<file path="src/rtl/imufd_pkg.sv">
package imufd_pkg;

    // Frame layout.
    localparam int unsigned FRAME_LENGTH = 11;
    localparam int unsigned POS_WIDTH    = 4;
    localparam int unsigned STORE_DEPTH  = 7;
    localparam logic [7:0]  HEADER_BYTE  = 8'h55;

    // Frame type codes carried in byte 1.
    localparam logic [7:0] TYPE_ACCEL = 8'h51;
    localparam logic [7:0] TYPE_RATE  = 8'h52;
    localparam logic [7:0] TYPE_ANGLE = 8'h53;

    // Result kind codes.
    localparam logic [1:0] KIND_ACCEL = 2'd0;
    localparam logic [1:0] KIND_RATE  = 2'd1;
    localparam logic [1:0] KIND_ANGLE = 2'd2;

    // Plus and minus 90 degrees in raw angle units.
    localparam logic signed [15:0] YAW_POS_LIMIT = 16'sd16384;
    localparam logic signed [15:0] YAW_NEG_LIMIT = -16'sd16384;

    // Default depth of the queue between framer and turn tracker.
    localparam int unsigned QUEUE_DEPTH_DEFAULT = 2;

    // One decoded frame on its way to the back end.
    typedef struct packed {
        logic [15:0] axis_z;
        logic [15:0] axis_y;
        logic [15:0] axis_x;
        logic [1:0]  frame_kind;
    } imufd_item_t;

    // Queue status seen by both ends.
    typedef struct packed {
        logic full;
        logic empty;
    } imufd_q_status_t;

endpackage

</file>
<file path="src/rtl/imu_serial_frame_decoder.sv">
// Decoder for the 11-byte serial frames of an inertial sensor.
// The slave stream takes one received byte per transaction on s_tdata. The
// decoder hunts for header byte 0x55, collects the frame, and checks the last
// byte against the low 8 bits of the sum of the first ten. A good frame of
// type acceleration, angular rate or angle gives one master transaction with
// the kind, three raw signed axes and a 32-bit wrapping turn counter that
// follows yaw across the 180 degree seam. Other frames give nothing.
// Throughput: one byte per clock cycle while the queue is not full. The
// accepted checksum byte writes the frame into the queue, and from there
// it moves into the output register once that register is empty or being
// drained; m_tvalid then rises.
// A small queue sits between the framer and the turn tracker, so bytes keep
// flowing while a result waits. When the receiver stalls, the queue fills
// and only then is s_tready dropped.
// Reset (aresetn low, synchronous) returns the framer to hunting, empties
// the queue and output, and clears the stored yaw and the turn counter.
module imu_serial_frame_decoder
    import imufd_pkg::*;
#(
    parameter int unsigned QUEUE_DEPTH = QUEUE_DEPTH_DEFAULT
)
(
    input  logic        aclk,
    input  logic        aresetn,
    input  logic        s_tvalid,
    output logic        s_tready,
    input  logic [7:0]  s_tdata,   // [7:0] rx_byte
    output logic        m_tvalid,
    input  logic        m_tready,
    // [1:0] frame_kind, [17:2] axis_x, [33:18] axis_y, [49:34] axis_z,
    // [81:50] turn_count, [87:82] zero
    output logic [87:0] m_tdata
);

    logic            push;
    imufd_item_t     push_item;
    logic            pop;
    imufd_item_t     q_item;
    imufd_q_status_t q_stat;
    imufd_item_t     out_item;
    logic [31:0]     out_turns;

    imufd_framer u_framer (
        .aclk      (aclk),
        .aresetn   (aresetn),
        .rx_valid  (s_tvalid),
        .rx_byte   (s_tdata),
        .q_full    (q_stat.full),
        .rx_ready  (s_tready),
        .push      (push),
        .push_item (push_item)
    );

    imufd_queue #(
        .DEPTH (QUEUE_DEPTH)
    ) u_queue (
        .aclk      (aclk),
        .aresetn   (aresetn),
        .push      (push),
        .push_item (push_item),
        .pop       (pop),
        .pop_item  (q_item),
        .status    (q_stat)
    );

    imufd_turn_track u_turn (
        .aclk      (aclk),
        .aresetn   (aresetn),
        .q_item    (q_item),
        .q_empty   (q_stat.empty),
        .pop       (pop),
        .out_valid (m_tvalid),
        .out_ready (m_tready),
        .out_item  (out_item),
        .out_turns (out_turns)
    );

    assign m_tdata = {6'd0, out_turns, out_item.axis_z, out_item.axis_y,
                      out_item.axis_x, out_item.frame_kind};

    // The framer never writes into a full queue.
    assert property (@(posedge aclk) disable iff (!aresetn)
        push |-> !q_stat.full)
        else $error("queue overflow");

    // The tracker never reads from an empty queue.
    assert property (@(posedge aclk) disable iff (!aresetn)
        pop |-> !q_stat.empty)
        else $error("queue underflow");

    // A stalled result stays valid and unchanged.
    assert property (@(posedge aclk) disable iff (!aresetn)
        (m_tvalid && !m_tready) |=> (m_tvalid && $stable(m_tdata)))
        else $error("output register overwritten while stalled");

endmodule

</file>
<file path="src/rtl/imufd_framer.sv">
module imufd_framer
    import imufd_pkg::*;
(
    input  logic            aclk,
    input  logic            aresetn,
    input  logic            rx_valid,
    input  logic [7:0]      rx_byte,
    input  logic            q_full,
    output logic            rx_ready,
    output logic            push,
    output imufd_item_t     push_item
);

    localparam logic [POS_WIDTH-1:0] LAST_POS  = POS_WIDTH'(FRAME_LENGTH - 1);
    localparam logic [POS_WIDTH-1:0] STORE_END = POS_WIDTH'(STORE_DEPTH);

    logic [POS_WIDTH-1:0] pos_reg, pos_next;
    logic [7:0]           sum_reg, sum_next;
    logic [7:0]           store_reg [STORE_DEPTH];
    logic                 accept;
    logic                 hunting;
    logic [2:0]           store_idx;
    logic                 type_known;
    logic [1:0]           kind;

    assign rx_ready = !q_full;
    assign accept   = rx_valid && rx_ready;
    assign hunting  = (pos_reg == '0) || (pos_reg > LAST_POS);
    assign store_idx = 3'(pos_reg - 1'b1);

    // Classify the frame type byte.
    always_comb begin
        type_known = 1'b1;
        kind       = KIND_ACCEL;
        unique case (store_reg[0])
            TYPE_ACCEL: kind = KIND_ACCEL;
            TYPE_RATE:  kind = KIND_RATE;
            TYPE_ANGLE: kind = KIND_ANGLE;
            default:    type_known = 1'b0;
        endcase
    end

    // Position and checksum tracking.
    always_comb begin
        pos_next = pos_reg;
        sum_next = sum_reg;
        push     = 1'b0;
        if (accept) begin
            if (hunting) begin
                pos_next = '0;
                if (rx_byte == HEADER_BYTE) begin
                    sum_next = rx_byte;
                    pos_next = POS_WIDTH'(1);
                end
            end else if (pos_reg < LAST_POS) begin
                sum_next = sum_reg + rx_byte;
                pos_next = pos_reg + 1'b1;
            end else begin
                pos_next = '0;
                push     = (rx_byte == sum_reg) && type_known;
            end
        end
    end

    always_ff @(posedge aclk) begin
        if (!aresetn) begin
            pos_reg <= '0;
            sum_reg <= '0;
        end else begin
            pos_reg <= pos_next;
            sum_reg <= sum_next;
        end
    end

    // Frame bytes 1 to 7 are kept; later bytes only feed the checksum.
    always_ff @(posedge aclk) begin
        if (accept && !hunting && pos_reg <= STORE_END) begin
            store_reg[store_idx] <= rx_byte;
        end
    end

    // Axes are little endian.
    assign push_item.frame_kind = kind;
    assign push_item.axis_x     = {store_reg[2], store_reg[1]};
    assign push_item.axis_y     = {store_reg[4], store_reg[3]};
    assign push_item.axis_z     = {store_reg[6], store_reg[5]};

endmodule

</file>
<file path="src/rtl/imufd_queue.sv">
module imufd_queue
    import imufd_pkg::*;
#(
    parameter int unsigned DEPTH = QUEUE_DEPTH_DEFAULT
)
(
    input  logic            aclk,
    input  logic            aresetn,
    input  logic            push,
    input  imufd_item_t     push_item,
    input  logic            pop,
    output imufd_item_t     pop_item,
    output imufd_q_status_t status
);

    localparam int unsigned PTR_W = (DEPTH > 1) ? $clog2(DEPTH) : 1;
    localparam int unsigned CNT_W = $clog2(DEPTH + 1);
    localparam logic [PTR_W-1:0] PTR_LAST = PTR_W'(DEPTH - 1);
    localparam logic [CNT_W-1:0] CNT_FULL = CNT_W'(DEPTH);

    imufd_item_t      entry_reg [DEPTH];
    logic [PTR_W-1:0] wr_ptr_reg, wr_ptr_next;
    logic [PTR_W-1:0] rd_ptr_reg, rd_ptr_next;
    logic [CNT_W-1:0] count_reg, count_next;

    assign status.full  = (count_reg == CNT_FULL);
    assign status.empty = (count_reg == '0);
    assign pop_item     = entry_reg[rd_ptr_reg];

    // Pointer and fill count update.
    always_comb begin
        wr_ptr_next = wr_ptr_reg;
        rd_ptr_next = rd_ptr_reg;
        count_next  = count_reg;
        if (push) begin
            wr_ptr_next = (wr_ptr_reg == PTR_LAST) ? '0 : wr_ptr_reg + 1'b1;
        end
        if (pop) begin
            rd_ptr_next = (rd_ptr_reg == PTR_LAST) ? '0 : rd_ptr_reg + 1'b1;
        end
        if (push && !pop) begin
            count_next = count_reg + 1'b1;
        end else if (pop && !push) begin
            count_next = count_reg - 1'b1;
        end
    end

    always_ff @(posedge aclk) begin
        if (!aresetn) begin
            wr_ptr_reg <= '0;
            rd_ptr_reg <= '0;
            count_reg  <= '0;
        end else begin
            wr_ptr_reg <= wr_ptr_next;
            rd_ptr_reg <= rd_ptr_next;
            count_reg  <= count_next;
        end
    end

    always_ff @(posedge aclk) begin
        if (push) begin
            entry_reg[wr_ptr_reg] <= push_item;
        end
    end

endmodule

</file>
<file path="src/rtl/imufd_turn_track.sv">
module imufd_turn_track
    import imufd_pkg::*;
(
    input  logic            aclk,
    input  logic            aresetn,
    input  imufd_item_t     q_item,
    input  logic            q_empty,
    output logic            pop,
    output logic            out_valid,
    input  logic            out_ready,
    output imufd_item_t     out_item,
    output logic [31:0]     out_turns
);

    logic        valid_reg, valid_next;
    imufd_item_t item_reg;
    logic [31:0] turns_reg, turns_next;
    logic [15:0] yaw_reg, yaw_next;
    logic [31:0] count_reg, count_next;
    logic        is_angle;
    logic        jump_up;
    logic        jump_down;

    // When the queue holds an item, load the output register whenever it is empty or being drained.
    assign pop      = !q_empty && (!valid_reg || out_ready);
    assign is_angle = (q_item.frame_kind == KIND_ANGLE);

    // Yaw crossing the 180 degree seam in either direction.
    assign jump_down = ($signed(yaw_reg) < YAW_NEG_LIMIT) &&
                       ($signed(q_item.axis_z) > YAW_POS_LIMIT);
    assign jump_up   = ($signed(yaw_reg) > YAW_POS_LIMIT) &&
                       ($signed(q_item.axis_z) < YAW_NEG_LIMIT);

    always_comb begin
        valid_next = valid_reg;
        yaw_next   = yaw_reg;
        count_next = count_reg;
        if (out_ready) begin
            valid_next = 1'b0;
        end
        if (pop) begin
            valid_next = 1'b1;
            if (is_angle) begin
                yaw_next = q_item.axis_z;
                if (jump_down) begin
                    count_next = count_reg - 32'd1;
                end else if (jump_up) begin
                    count_next = count_reg + 32'd1;
                end
            end
        end
        turns_next = count_next;
    end

    always_ff @(posedge aclk) begin
        if (!aresetn) begin
            valid_reg <= 1'b0;
            yaw_reg   <= '0;
            count_reg <= '0;
        end else begin
            valid_reg <= valid_next;
            yaw_reg   <= yaw_next;
            count_reg <= count_next;
        end
    end

    // Output payload.
    always_ff @(posedge aclk) begin
        if (pop) begin
            item_reg  <= q_item;
            turns_reg <= turns_next;
        end
    end

    assign out_valid = valid_reg;
    assign out_item  = item_reg;
    assign out_turns = turns_reg;

endmodule

</file>
<file path="config.mk">
export PLATFORM = sky130hd
export DESIGN_NAME = imu_serial_frame_decoder
export DESIGN_NICKNAME = d
export VERILOG_FILES = /design/src/rtl/imufd_pkg.sv /design/src/rtl/imu_serial_frame_decoder.sv /design/src/rtl/imufd_framer.sv /design/src/rtl/imufd_queue.sv /design/src/rtl/imufd_turn_track.sv
export SDC_FILE = /design/constraint.sdc
export NUM_CORES = 1
export LEC_CHECK = 0
export ABC_AREA = 1
export BUFFER_PORTS_ARGS = -buffer_cell sky130_fd_sc_hd__buf_2
export CAP_MARGIN = 40
export CORE_MARGIN = 10
export CORE_UTILIZATION = 61
export DETAILED_ROUTE_END_ITERATION = 10
export PLACE_DENSITY = 0.81
export SLEW_MARGIN = 40
export SYNTH_ARGS = -nofsm -noshare
export SYNTH_HDL_FRONTEND = slang
export SYNTH_SLANG_ARGS = --single-unit
</file>
<file path="constraint.sdc">
create_clock -name aclk -period 11.6 [get_ports aclk]
set_input_delay 1.74 -clock aclk [delete_from_list [all_inputs] [get_ports aclk]]
set_output_delay 1.74 -clock aclk [all_outputs]
set_load 0.01 [all_outputs]
</file>
After elaboration in Yosys (flattened, before gate mapping)
Memory sizes are Yosys's and may differ from the RTL's. A register that Yosys moved wholly into a read port is not among the register bits.
Index checks and enable logic that the tools add are counted.
Operators by class
  add/sub/neg operators: 9
  order comparisons: 7
  eq/ne operators: 8
  muxes and demuxes: 27
  reductions and logical operators: 25
Operators with widths (number)
  32-bit two-way mux: 4
  32-bit by 1-bit adder with 32-bit output, second input constant: 1
  8-bit by 7-bit == test with 1-bit output, second input constant: 4
  16-bit > comparator, second input constant: 2
  16-bit by 15-bit < comparator with 1-bit output, second input constant: 2
  32-bit by 1-bit subtractor with 32-bit output, second input constant: 1
  8-bit two-way mux: 3
  1-bit two-way mux: 15
  1-bit logical AND: 9
  8-bit adder: 1
  8-bit == test: 1
  4-bit two-way mux: 2
  1-bit logical NOT: 6
  2-bit nonzero test: 3
  4-bit by 1-bit adder with 4-bit output, second input constant: 1
  2-bit == test, second input constant: 2
  4-bit > comparator, second input constant: 1
  4-bit by 3-bit <= comparator with 1-bit output, second input constant: 1
  4-bit logical NOT: 1
  4-bit < comparator, second input constant: 1
  2-bit two-way mux: 2
  2-bit one-hot mux with 2 select lines: 1
  3-bit AND reduction: 1
  3-bit OR reduction: 1
  8 further kinds: 10
Storage, ports and cells
  register bits: 147
  RAM bits: 156
  input port bits: 12
  output and inout port bits: 90
  word-level logic and storage cells: 91
  memories kept: 2
Memory list
  u_queue.entry_reg: words 2, bits a word 50, rd ports 1, clocked after memory_dff 1, write ports 1, line imufd_queue.sv:21  | imufd_item_t entry_reg [DEPTH];
  u_framer.store_reg: words 7, bits a word 8, rd ports 7, clocked after memory_dff 0, write ports 1, line imufd_framer.sv:19  | logic [7:0] store_reg [STORE_DEPTH];

Longest topological paths before layout
Gate-level depths: netlist of the first run.
An unclocked memory read counts as a cell.
  word-level depth: 12
  gate-level depth with buffers: 18

Hierarchy
Synthesis of the first run repeated with hierarchy kept, for this count alone.
Unflattened totals
  cells, all modules: 1124
  area total of the unflattened synthesis: 12864.8 um^2
Modules (own cells, without submodules)
  imufd_turn_track: times used 1, cells each 674, area an instance 5846.9 um^2, seq. area each 3443.3 um^2
  imufd_queue: times used 1, cells each 191, area an instance 4092.7 um^2, seq. area each 3103.0 um^2
  imufd_framer: times used 1, cells each 252, area an instance 2876.5 um^2, seq. area each 1921.8 um^2
  imu_serial_frame_decoder: times used 1, cells each 7, area an instance 48.8 um^2, seq. area each 0.0 um^2

Worst setup path before layout of the first run
OpenSTA, ideal clock, no wires.
  kind: input port to flip-flop
  start: input m_tready
  end: register u_turn.turns_reg[15] (netlist: u_turn.out_turns[15]), data pin
  arrival time: 7.553 ns
  required time: 11.343 ns
  path slack: 3.791 ns
  stages: 9
  buffers on the path: 1
  cells stage by stage: nor2_1 > a21oi_1 > inv_1 > nor2_1 > buf_2 > nand2_1 > nor2_1 > xor2_1 > inv_1
Between the ends
  word-level cells in the longest chain between the ends: 3
RTL lines
  start, declared: line imu_serial_frame_decoder.sv:29  | input logic m_tready,
  1-bit logical OR: line imufd_turn_track.sv:25  | assign pop = !q_empty && (!valid_reg || out_ready);
  1-bit logical AND: line imufd_turn_track.sv:25
  named net pop: line imu_serial_frame_decoder.sv:37  | logic pop;
  32-bit two-way mux: line imufd_turn_track.sv:41  | if (pop) begin
  named net u_turn.count_next[15]: line imufd_turn_track.sv:19  | logic [31:0] count_reg, count_next;
  end signal, assigned: line imufd_turn_track.sv:71  | turns_reg <= turns_next;
  end, declared: line imufd_turn_track.sv:17  | logic [31:0] turns_reg, turns_next;
The timed path passes the listed nets, and every way through them passes these cells.
A chain may end at the register's enable or synchronous reset.

==> results.md, run 1 <==
* Layout cell share with drive strength beyond 1 at 13.4%
* Clock Power Share at between 30% and 40%
* Die Span X at between 150 and 200 µm
* DR DRC count at 0
* Layout Nets at roughly 1300
* First DRT Iteration DRCs at a little over 800
* N_diodes at 0
* CTS Sinks at just over 300
* Highest Signal Layer: met4
* Final period utilization at between 30% and 40%
* H-tree levels at 1
* Clock Latency Late Sink at between 0.5 and 0.6 ns
* Filler cell count in the final layout at between 1000 and 1500
* WP buf/inv at 3
* Site Rows at 52
* Mean Syn Cell Area at 10.6 µm²
* Register area share after synthesis at 68.3%
* WL/cell at 17.5 µm
* Worst hold slack at 0.444 ns
* Arrival time worst endpoint at roughly 5 ns
* Worst hold path type: flip-flop to flip-flop
* Number of flip-flops in the largest register at 100
* Ys Warns at 0
* Detail Placement HPWL at 17600 µm
* Mapped Area at 12400 µm²
* Critical Path RT at about 12 ns
* Status: completed
* Sequential cell area at approximately 8500 µm²
* Cell family with most CP delay: simple AND/OR/NAND/NOR gates
* Max Freq at 220 MHz
* Gr ovfl total at 0
* Synth top area share at between 50 and 60%
* CTS tree: built
* Drt first pass iters at 7
* IO Pins at 102
* Slew HR at between 40 and 50%
* Sum Neg Setup Slack at 0 ns
* Area delta synth->final at 13.0%
* Layout Skew at between 0.01 and 0.015 ns
* #FFs+latches synth at 304
* Post-layout minimum cycle time at ~4.5 ns
* Via count at between 8000 and 9000
* Post-CTS Resized at 0
* Startpoint Class: flip-flop
* Drt total wl at around 27000 µm
* Initial core utilization at 61.7%
* DRT met1 WL at 10800 µm
* Maximum number of pins on one net before global-route repair at 54
* Worst path max stage delay at approximately 0.75 ns
* Setup WS pre-CTS at ~7.2 ns
* P per Cell Area at approximately 210 nW/µm²
* Root Buffer: clkbuf_16
* Number of setup violations in the final report at 0
* DR WL met3 at 2440 µm
* Gp weighted congestion at approximately 0.94
* Global-route wire length before repair at between 40000 and 50000 µm
* Max Cap Viol at 0
* Initial antenna violation count at 0
* Synth Flop Type: edfxtp_1
* Worst path slowest cell: clkinv_2
* Area of the multi-input gates at approximately 3400 µm²
* Most common cell after layout, fill and taps aside: nand2_1
* Critical Path Most Common Cell: nand2_1
* Post-CTS Setup Repair Bufs at 0
* Post-synth EDFFs at around 240
* Die area at 26400 µm²
* CTS clk-pin slew, worst paths at ~0.06 ns
* CP Class: flip-flop to flip-flop
* Slew Viols, Final at 0
* Worst Path Max Fanout at 53
* I/O Buffers at between 90 and 100
* Die Y at approximately 160 µm
* Sequential Power Share at 49.2%
* Final cell count without fillers at around 1600
* Combinational share of power at between 20% and 30%
* Vias/cell at 5.54
* Worst setup EP type: flip-flop
* Placed insts at around 1500
* Worst-margin pin slew at between 0.7 and 0.8 ns
* Pint at between 2 and 2.5 mW
* Post-synth top area cell: edfxtp_1
* Vias in the first global route at 8274
* Synth Instances at about 1200
* Pleak at roughly 5.7 nW
* Final ANT Viol Nets at 0
* Post-layout util at between 60% and 70%
* Leading cell types in the layout, fill and taps excluded: nand2_1 (344), edfxtp_1 (238), nor2_1 (102)
* CTS Buf Count at 29
* Switching pwr at roughly 0.87 mW
* RSZ-0062 raised after global routing: false
* Final hold vios at 0
* Yosys cell types at 39
* Post-CTS Hold Buffers at 0
* Peak VDD IR at 0.249 mV
* CTS Buffer Depth at 3
* GRT Total Usage at between 10% and 20%
* Worst setup margin at slightly above 7 ns
* Async SR Flop Fraction at 0%
* Net Sw Frac at 29.9%
* Core ar. at between 20000 and 25000 µm²
* Routed wire length on met2 at between 10000 and 15000 µm
* Synth top area cells: edfxtp_1 (58%), dfxtp_1 (11%), nand2_1 (10%)
* Crit-path cells: buf_4 > clkinv_2 > nand2_1 > nand2_1 > nor2_1 > nand2_1 > nor2_1 > nand2_2 > nand2_2 > inv_2 > o21ai_1 > nand3_1 > nand2_1 > nand2_1
[power by group through the flow]
stage / logic [mW] / registers, mW / clock network [mW]
2_1_floorplan: 0.278 / 1.56 / 0
3_3_place_gp: 0.584 / 1.46 / 0
3_5_place_dp: 0.601 / 1.46 / 0
4_1_cts: 0.607 / 1.44 / 0.897
5_1_grt: 0.666 / 1.45 / 0.942
6_report: 0.598 / 1.44 / 0.888
[Yosys cell counts, drive strengths merged (2+ instances only)]
master	number
nor3	19
xnor2	2
inv	103
edfxtp	238
o211ai	2
xor2	14
dfxtp	66
nand3	50
nand2	348
clkbuf	14
a21oi	63
buf	28
nor4	4
ha	13
or2	4
o21ai	54
nand4	24
nor2	108
o31ai	4
[metrics by stage]
step	instance area (µm²)	total power [mW]
final	14000	2.93
after global routing	14000	3.06
after CTS	14000	2.94
after detailed placement	13100	2.06
after global placement	13100	2.04
after floorplan	12400	1.84
[worst reg2reg max path, stage by stage (launching register included)]
cell	delay [ns]
dfxtp_1	0.32
buf_4	0.48
clkinv_2	0.76
nand2_1	0.24
nand2_1	0.21
nor2_1	0.19
nand2_1	0.07
nor2_1	0.12
nand2_2	0.17
nand2_2	0.63
inv_2	0.36
o21ai_1	0.42
nand3_1	0.16
nand2_1	0.13
nand2_1	0.06
[cell families (layout without fill, tap and decap cells)]
| group | after synthesis | count (layout) | share of synthesized area (%) |
|---|---|---|---|
| AOI/OAI and AO/OA | 126 | 126 | 5.42 |
| xor gates and xnor gates | 16 | 16 | 1.13 |
| adders and majority gates | 14 | 14 | 1.47 |
| buffers and inverters | 145 | 262 | 4.94 |
| DFF | 304 | 304 | 68.3 |
| other | 1 | 6 | 0.0302 |
| and+or+nand+nor | 560 | 560 | 18.7 |
[final cells by class]
| class | instances | share of cell area [%] |
|---|---|---|
| Clock buffer | 37 | 5.46 |
| Clock inverter | 17 | 0.946 |
| Inverter | 103 | 2.77 |
| Multi-Input combinational cell | 722 | 24.1 |
| Sequential cell | 304 | 60.4 |
| Tap cell | 270 | 2.41 |
| Timing Repair Buffer | 105 | 3.93 |
[routing by layer]
layer  up-vias  GRT usage, %
li1       4114             -
met2       417          33.4
met5         -             0
met4         0          7.91
met1      4029          25.3
met3        79          3.67
[path summary, 6_finish.rpt]
kind	cells after the start	slack [ns]	start	to
min	0	0.44	u_framer.store_reg[4][1]$_DFFE_PP_	u_queue.entry_reg[1][27]$_DFFE_PP_
min reg2reg	0	0.44	u_framer.store_reg[4][1]$_DFFE_PP_	u_queue.entry_reg[1][27]$_DFFE_PP_
max	14	7.05	flip-flop	u_turn.out_turns[30]$_DFFE_PP_
max reg2reg	14	7.05	flip-flop	u_turn.out_turns[30]$_DFFE_PP_
Note: power is estimated with default switching activity, not from simulation.
==> run 2: changes to the inputs <==
--- a/config.mk
+++ b/config.mk
@@ -9,9 +9,9 @@
 export BUFFER_PORTS_ARGS = -buffer_cell sky130_fd_sc_hd__buf_2
 export CAP_MARGIN = 40
 export CORE_MARGIN = 10
-export CORE_UTILIZATION = 61
+export CORE_UTILIZATION = 59
 export DETAILED_ROUTE_END_ITERATION = 10
-export PLACE_DENSITY = 0.81
+export PLACE_DENSITY = 0.79
 export SLEW_MARGIN = 40
 export SYNTH_ARGS = -nofsm -noshare
 export SYNTH_HDL_FRONTEND = slang
==> constraint.sdc (replaced) <==
create_clock -name aclk -period 4.3 [get_ports aclk]
set_input_delay 0.645 -clock aclk [delete_from_list [all_inputs] [get_ports aclk]]
set_output_delay 0.645 -clock aclk [all_outputs]
set_load 0.01 [all_outputs]
==> run 2 against run 1 <==
Compared with the run above: core utilization fell by 0.79 points; die area is 3.0% higher; hold slack lost 0.020 ns; combinational power rose to 2.7 times the previous value; register-to-register slack worse by 6.5 ns; first-iteration DRC count down 5.1%; global-route usage fell by 0.80 points; flip-flop and latch count is the same; maximum frequency rose by 22%; critical path type unchanged; critical endpoint is now u_turn.out_turns[21]$_DFFE_PP_; largest cell class unchanged.
==> results.md, run 2 (synthesis gave the netlist of run 1 again) <==
* Status: completed
* Number of flip-flops in the largest register at 100 (unchanged)
* P per Cell Area at 562 nW/µm² (+170%)
* CTS tree: built
* Crit-path cells: inv_2 > or2_2 > o21ai_1 > nor2_1 > inv_1 > nor2_1 > clkinv_1 > a21oi_4 > nand3_2 > xor2_1 > inv_1
* Post-CTS Resized at 0 (unchanged)
* Final hold vios at 0 (unchanged)
* Number of setup violations in the final report at 0 (unchanged)
* CTS Buffer Depth at 3 (unchanged)
* Startpoint Class: flip-flop
* R2R Path End: u_turn.out_turns[21]$_DFFE_PP_
* Fin area at 14100 µm² (+0.46%)
* I/O Buffers at 95 (unchanged)
* Clock Latency Late Sink at 0.57 ns (about the same)
* Via count at 8462 (-2.0%)
* WP buf/inv at 4 (+1)
* Site Rows at 52 (unchanged)
* Maximum number of pins on one net before global-route repair at 89 (+65%)
* Post-CTS Setup Repair Bufs at 0 (unchanged)
* Hold path depth at 4 (+4)
* Die area at 27200 µm² (+3.0%)
* Min-delay src: m_tready
* Slew HR at 48.5% (+0.67 points)
* Global-route wire length before repair at 41700 µm (-1.3%)
* Critical Path RT at 4.60 ns (-7.33 ns)
* H-tree levels at 1 (unchanged)
* Placed insts at 1507 (+0.20%)
* IO Pins at 102 (unchanged)
* Gr ovfl total at 0 (unchanged)
* CP Class: flip-flop to flip-flop
* Gp weighted congestion at 0.910 (-3.2%)
* Filler cell count in the final layout at 1487 (+2.8%)
* Arrival time worst endpoint at 4.02 ns (-0.85 ns)
* Post-layout minimum cycle time at 3.72 ns (-0.830 ns)
* Worst path slowest cell: clkinv_1
* Core ar. at 20400 µm² (+1.6%)
* Post-place instance area at 13100 µm² (+0.30%)
* Area delta synth->final at 13.5%
* GRT Total Usage at 19.2% (-0.80 points)
* CTS Buf Count at 30 (+3.4%)
* Met1 Usage GRT at 25.4% (+0.081 points)
* Peak VDD IR at 0.995 mV (+300%)
* Vias in the first global route at 8114 (-1.9%)
* N_diodes at 0 (unchanged)
* Layout Skew at 0.0277 ns (+0.0158 ns)
* Worst Path Max Fanout at 32 (-40%)
* Die Span X at 165 µm (+1.5%)
* Final ANT Viol Nets at 0 (unchanged)
* RSZ-0062 raised after global routing: false
* DR DRC count at 0 (unchanged)
* Post-CTS Hold Buffers at 0 (unchanged)
* Sequential cell area at 8470 µm² (unchanged)
* Final period utilization at 86.4% (+47 points)
* Layout cell share with drive strength beyond 1 at 13.1% (-0.28 points)
* CTS Sinks at 304 (unchanged)
* Slew Viols, Final at 0 (unchanged)
* Max Cap Viol at 0 (unchanged)
* Worst setup EP type: flip-flop
* Global routing usage on met2 at 31.5% (-1.9 points)
* Drt total wl at 26300 µm (-3.3%)
* Drt first pass iters at 6 (-1)
* Most common cell after layout, fill and taps aside: nand2_1
* Area of the multi-input gates at 3370 µm² (about the same)
* Leading cell types in the layout, fill and taps excluded: nand2_1 (344), edfxtp_1 (238), nor2_1 (103)
* Final cell count without fillers at 1563 (+0.32%)
* Cell family with most CP delay: buffers and inverters
* Post-layout util at 68.9% (-0.79 points)
* Root Buffer: clkbuf_16
* CTS clk-pin slew, worst paths at 0.06 ns (about the same)
* Worst hold path type: input pin to flip-flop
* Register-to-register setup slack at 0.58 ns (-6.47 ns)
* Max Freq at 269 MHz (+22%)
* Vias/cell at 5.41 (-2.4%)
* Layout Nets at 1295 (+0.31%)
* Pleak at 5.68 nW (+0.30%)
* M3 GR Usage at 3.66% (-0.0059 points)
* First DRT Iteration DRCs at 780 (-5.1%)
* Worst R2R Path Depth at 11 (-3)
* Sum Neg Setup Slack at 0 ns (unchanged)
* Die Y at 165 µm (+1.5%)
* Power Total at 7.92 mW (+170%)
* Hold endpoint: u_turn.out_valid$_SDFFE_PN0P_
* Initial core utilization at 60.7% (-0.98 points)
* Initial antenna violation count at 0 (unchanged)
* Detail Placement HPWL at 17300 µm (-1.3%)
* Worst path max stage delay at 0.73 ns (-0.02 ns)
* Global route hottest layer: met2
* Worst-margin pin slew at 0.767 ns (-0.0121 ns)
* WL/cell at 16.8 µm (-3.6%)
==> run 2: changes by cell type in the layout (fill, tap and decap cells not counted), sizes merged <==
cell      previous run  this run
clkbuf              37        42
buf                105       107
clkinv              15        13
clkinvlp             0         1
inv                104       103
==> run 2: worst max-delay path by stage <==
stage / slack, ns / startpoint / depth (start not counted) / end
4_1_cts: 0.96 / flip-flop / 12 / u_turn.out_turns[20]$_DFFE_PP_
2_1_floorplan: 0.14 / s_tdata[5] / 6 / u_queue.entry_reg[1][0]$_DFFE_PP_
3_3_place_gp: 0.97 / s_tdata[5] / 8 / u_queue.entry_reg[1][11]$_DFFE_PP_
5_1_grt: 0.23 / flip-flop / 11 / u_turn.out_turns[21]$_DFFE_PP_
3_5_place_dp: 0.97 / s_tdata[5] / 8 / u_queue.entry_reg[1][11]$_DFFE_PP_
6_report: 0.58 / flip-flop / 11 / u_turn.out_turns[21]$_DFFE_PP_
==> run 2: power by group <==
| part | internal (mW) | switching (mW) |
|---|---|---|
| clock | 1.37 | 1.06 |
| sequential | 3.76 | 0.121 |
| combinational | 0.449 | 1.15 |
| total | 5.58 | 2.33 |
==> run 2: tightest hold or removal path, delay by kind of cell <==
family / cells / cell delay, ns
simple gates: 3 / 0.20
buf+inv: 1 / 0.07
==> run 2: per-stage QoR <==
step                hold slack, ns  setup slack, ns
finish                       0.424            0.583
global route                 0.428            0.227
CTS                          0.408            0.960
detailed placement           0.432            0.971
global placement             0.422            0.968
floorplan                    0.421            0.138
==> run 2: metal layers <==
metal / routed length, µm / vias up
met3: 2050 / 36
met4: 497 / 0
met2: 12600 / 339
met1: 11200 / 3970
li1: - / 4117
met5: 0 / -
==> run 2: layout make-up <==
type | instances | area share, %
multi-input cells | 722 | 23.9
inverters | 103 | 2.75
flip-flops and latches | 304 | 60.1
clock buffers | 41 | 5.70
repair buffers | 108 | 4.20
well taps | 270 | 2.40
clock inverters | 15 | 0.880
==> run 3: changes to the inputs <==
==> constraint.sdc (replaced) <==
create_clock -name aclk -period 3.58 [get_ports aclk]
set_input_delay 0.537 -clock aclk [delete_from_list [all_inputs] [get_ports aclk]]
set_output_delay 0.537 -clock aclk [all_outputs]
set_load 0.005 [all_outputs]
==> run 3 against run 2 <==
Compared with the run above: final area is essentially flat; die area did not move; largest power group unchanged; flip-flop and latch count stayed put; sequential power rose by 20%; core utilization about the same; clock power increased by 18%; clock-buffer cell count shrank 2; first-iteration DRC count shrank 1.3%; via count is essentially flat; routed wire length grew 0.17%; worst setup slack worse by 0.21 ns; clock skew fell by 0.018 ns.
==> results.md, run 3 (synthesis gave the netlist of run 1 again) <==
* Status: completed
* Core ar. at 20400 µm² (unchanged)
* Initial core utilization at 60.7% (unchanged)
* Layout Nets at 1299 (+0.31%)
* IO Pins at 102 (unchanged)
* Max Cap Viol at 0 (unchanged)
* Die area at 27200 µm² (unchanged)
* Worst setup margin at 0.374 ns (-0.209 ns)
* Root Buffer: clkbuf_16
* Worst Path Max Fanout at 33 (+3.1%)
* Area delta synth->final at 13.5% (about the same)
* Post-layout minimum cycle time at 3.21 ns (-0.511 ns)
* Power Total at 9.30 mW (+17%)
* Arrival time worst endpoint at 3.52 ns (-0.50 ns)
* Layout cell share with drive strength beyond 1 at 13.4% (+0.36 points)
* Layout Skew at 0.00937 ns (-0.0183 ns)
* H-tree levels at 1 (unchanged)
* Slew HR at 51.4% (+2.9 points)
* Pleak at 5.69 nW (+0.32%)
* R2R Path End: u_turn.out_turns[20]$_DFFE_PP_
* P per Cell Area at 660 nW/µm² (+17%)
* N_diodes at 0 (unchanged)
* Final hold vios at 0 (unchanged)
* Leading cell types in the layout, fill and taps excluded: nand2_1 (344), edfxtp_1 (238), nor2_1 (104)
* Site Rows at 52 (unchanged)
* Post-CTS Resized at 0 (unchanged)
* Worst R2R Path Depth at 11 (unchanged)
* Initial antenna violation count at 0 (unchanged)
* Worst-margin pin slew at 0.728 ns (-0.0391 ns)
* Vias in the first global route at 8115 (+0.012%)
* Vias/cell at 5.41 (-0.11%)
* CTS Buf Count at 29 (-3.3%)
* CTS Buffer Depth at 3 (unchanged)
* Drt total wl at 26300 µm (+0.17%)
* Number of setup violations in the final report at 0 (unchanged)
* Worst setup EP type: flip-flop
* Startpoint Class: flip-flop
* Final cell count without fillers at 1566 (+0.19%)
* Min-delay src: m_tready
* Global-route wire length before repair at 41700 µm (unchanged)
* Setup WS pre-CTS at 0.432 ns (-0.539 ns)
* Number of flip-flops in the largest register at 100 (unchanged)
* Worst hold path type: input pin to flip-flop
* Worst hold slack at 0.313 ns (-0.111 ns)
* I/O Buffers at 95 (unchanged)
* Filler cell count in the final layout at 1469 (-1.2%)
* DR DRC count at 0 (unchanged)
* Post-CTS Setup Repair Bufs at 0 (unchanged)
* Hold path depth at 4 (unchanged)
* Via count at 8469 (+0.083%)
* Register-to-register setup slack at 0.37 ns (-0.21 ns)
* Sequential cell area at 8470 µm² (unchanged)
* Clock Latency Late Sink at 0.56 ns (about the same)
* Drt first pass iters at 5 (-1)
* CTS clk-pin slew, worst paths at 0.06 ns (about the same)
* First DRT Iteration DRCs at 770 (-1.3%)
* Final ANT Viol Nets at 0 (unchanged)
* WL/cell at 16.8 µm (about the same)
* Slew Viols, Final at 0 (unchanged)
* Global routing usage on met2 at 31.5% (-0.055 points)
* Hold endpoint: u_turn.out_valid$_SDFFE_PN0P_
* Die Span X at 165 µm (unchanged)
* Gp weighted congestion at 0.917 (+0.70%)
* CP Class: flip-flop to flip-flop
* Placed insts at 1512 (+0.33%)
* Detail Placement HPWL at 17400 µm (+0.15%)
* RSZ-0062 raised after global routing: false
* Most common cell after layout, fill and taps aside: nand2_1
* Critical Path RT at 3.89 ns (-0.71 ns)
* Max Freq at 312 MHz (+16%)
* Gr ovfl total at 0 (unchanged)
* CTS Sinks at 304 (unchanged)
* M3 GR Usage at 2.94% (-0.72 points)
* CTS tree: built
* Post-CTS Hold Buffers at 0 (unchanged)
* Sum Neg Setup Slack at 0 ns (unchanged)
* Global route hottest layer: met2
* Final period utilization at 89.5% (+3.1 points)
* Area of the multi-input gates at 3370 µm² (about the same)
* Die Y at 165 µm (unchanged)
* GRT Total Usage at 19.3% (+0.099 points)
* Maximum number of pins on one net before global-route repair at 89 (unchanged)
* Peak VDD IR at 0.489 mV (-51%)
* Met1 Usage GRT at 26.5% (+1.1 points)
-- run 3: cell count changes in the layout (fill, tap and decap cells not counted), sizes merged --
cell / previous run / this run
clkinv: 13 / 12
clkbuf: 42 / 40
inv: 103 / 104
buf: 107 / 112
-- run 3: where the power goes --
| group | leakage (nW) | internal [mW] | switching [mW] |
|---|---|---|---|
| Sequential | 2.73 | 4.52 | 0.142 |
| Combinational | 2.53 | 0.543 | 1.23 |
| Clock | 0.440 | 1.61 | 1.25 |
-- run 3: area by class of cell --
cell class | instances | share of cell area [%]
Clock buffer | 39 | 5.56
Timing Repair Buffer | 113 | 4.47
Sequential cell | 304 | 60.1
Tap cell | 270 | 2.40
Inverter | 103 | 2.75
Multi-Input combinational cell | 722 | 23.9
Clock inverter | 15 | 0.791
-- run 3: how the worst max path moves through the flow --
stage / startpoint / endpoint / slack [ns] / cells past startpoint
after floorplan: m_tready / u_turn.out_turns[15]$_DFFE_PP_ / 0.12 / 9
after global placement: flip-flop / u_turn.out_turns[26]$_DFFE_PP_ / 0.56 / 11
after detailed placement: flip-flop / u_turn.out_turns[20]$_DFFE_PP_ / 0.43 / 11
after CTS: flip-flop / u_turn.out_turns[20]$_DFFE_PP_ / 0.39 / 11
after global routing: flip-flop / u_turn.out_turns[20]$_DFFE_PP_ / 0.02 / 13
final: flip-flop / u_turn.out_turns[20]$_DFFE_PP_ / 0.37 / 11
-- run 3: per-stage QoR --
| step | utilization (%) | area, µm² |
|---|---|---|
| floorplan | - | 12400 |
| global placement | 64.5 | 13200 |
| detailed placement | 64.5 | 13200 |
| CTS | 68.9 | 14100 |
| global route | 68.9 | 14100 |
| finish | 68.9 | 14100 |
-- run 3: worst max-delay path, stage by stage, from the launching register on --
cell and delay, ns:
dfxtp_1 0.32, inv_2 0.45, or2_2 0.22, o21ai_1 0.08
nor2_1 0.22, inv_1 0.11, nor2_1 0.35, nand2_1 0.39
nor2_2 0.50, nand4_1 0.15, nand2_1 0.12, inv_1 0.05
-- run 3: metal layers --
layer | routed length, µm | part of all wire (%)
met1 | 11500 | 44
met2 | 12400 | 47
met3 | 2030 | 7.7
met4 | 381 | 1.4
met5 | 0 | 0
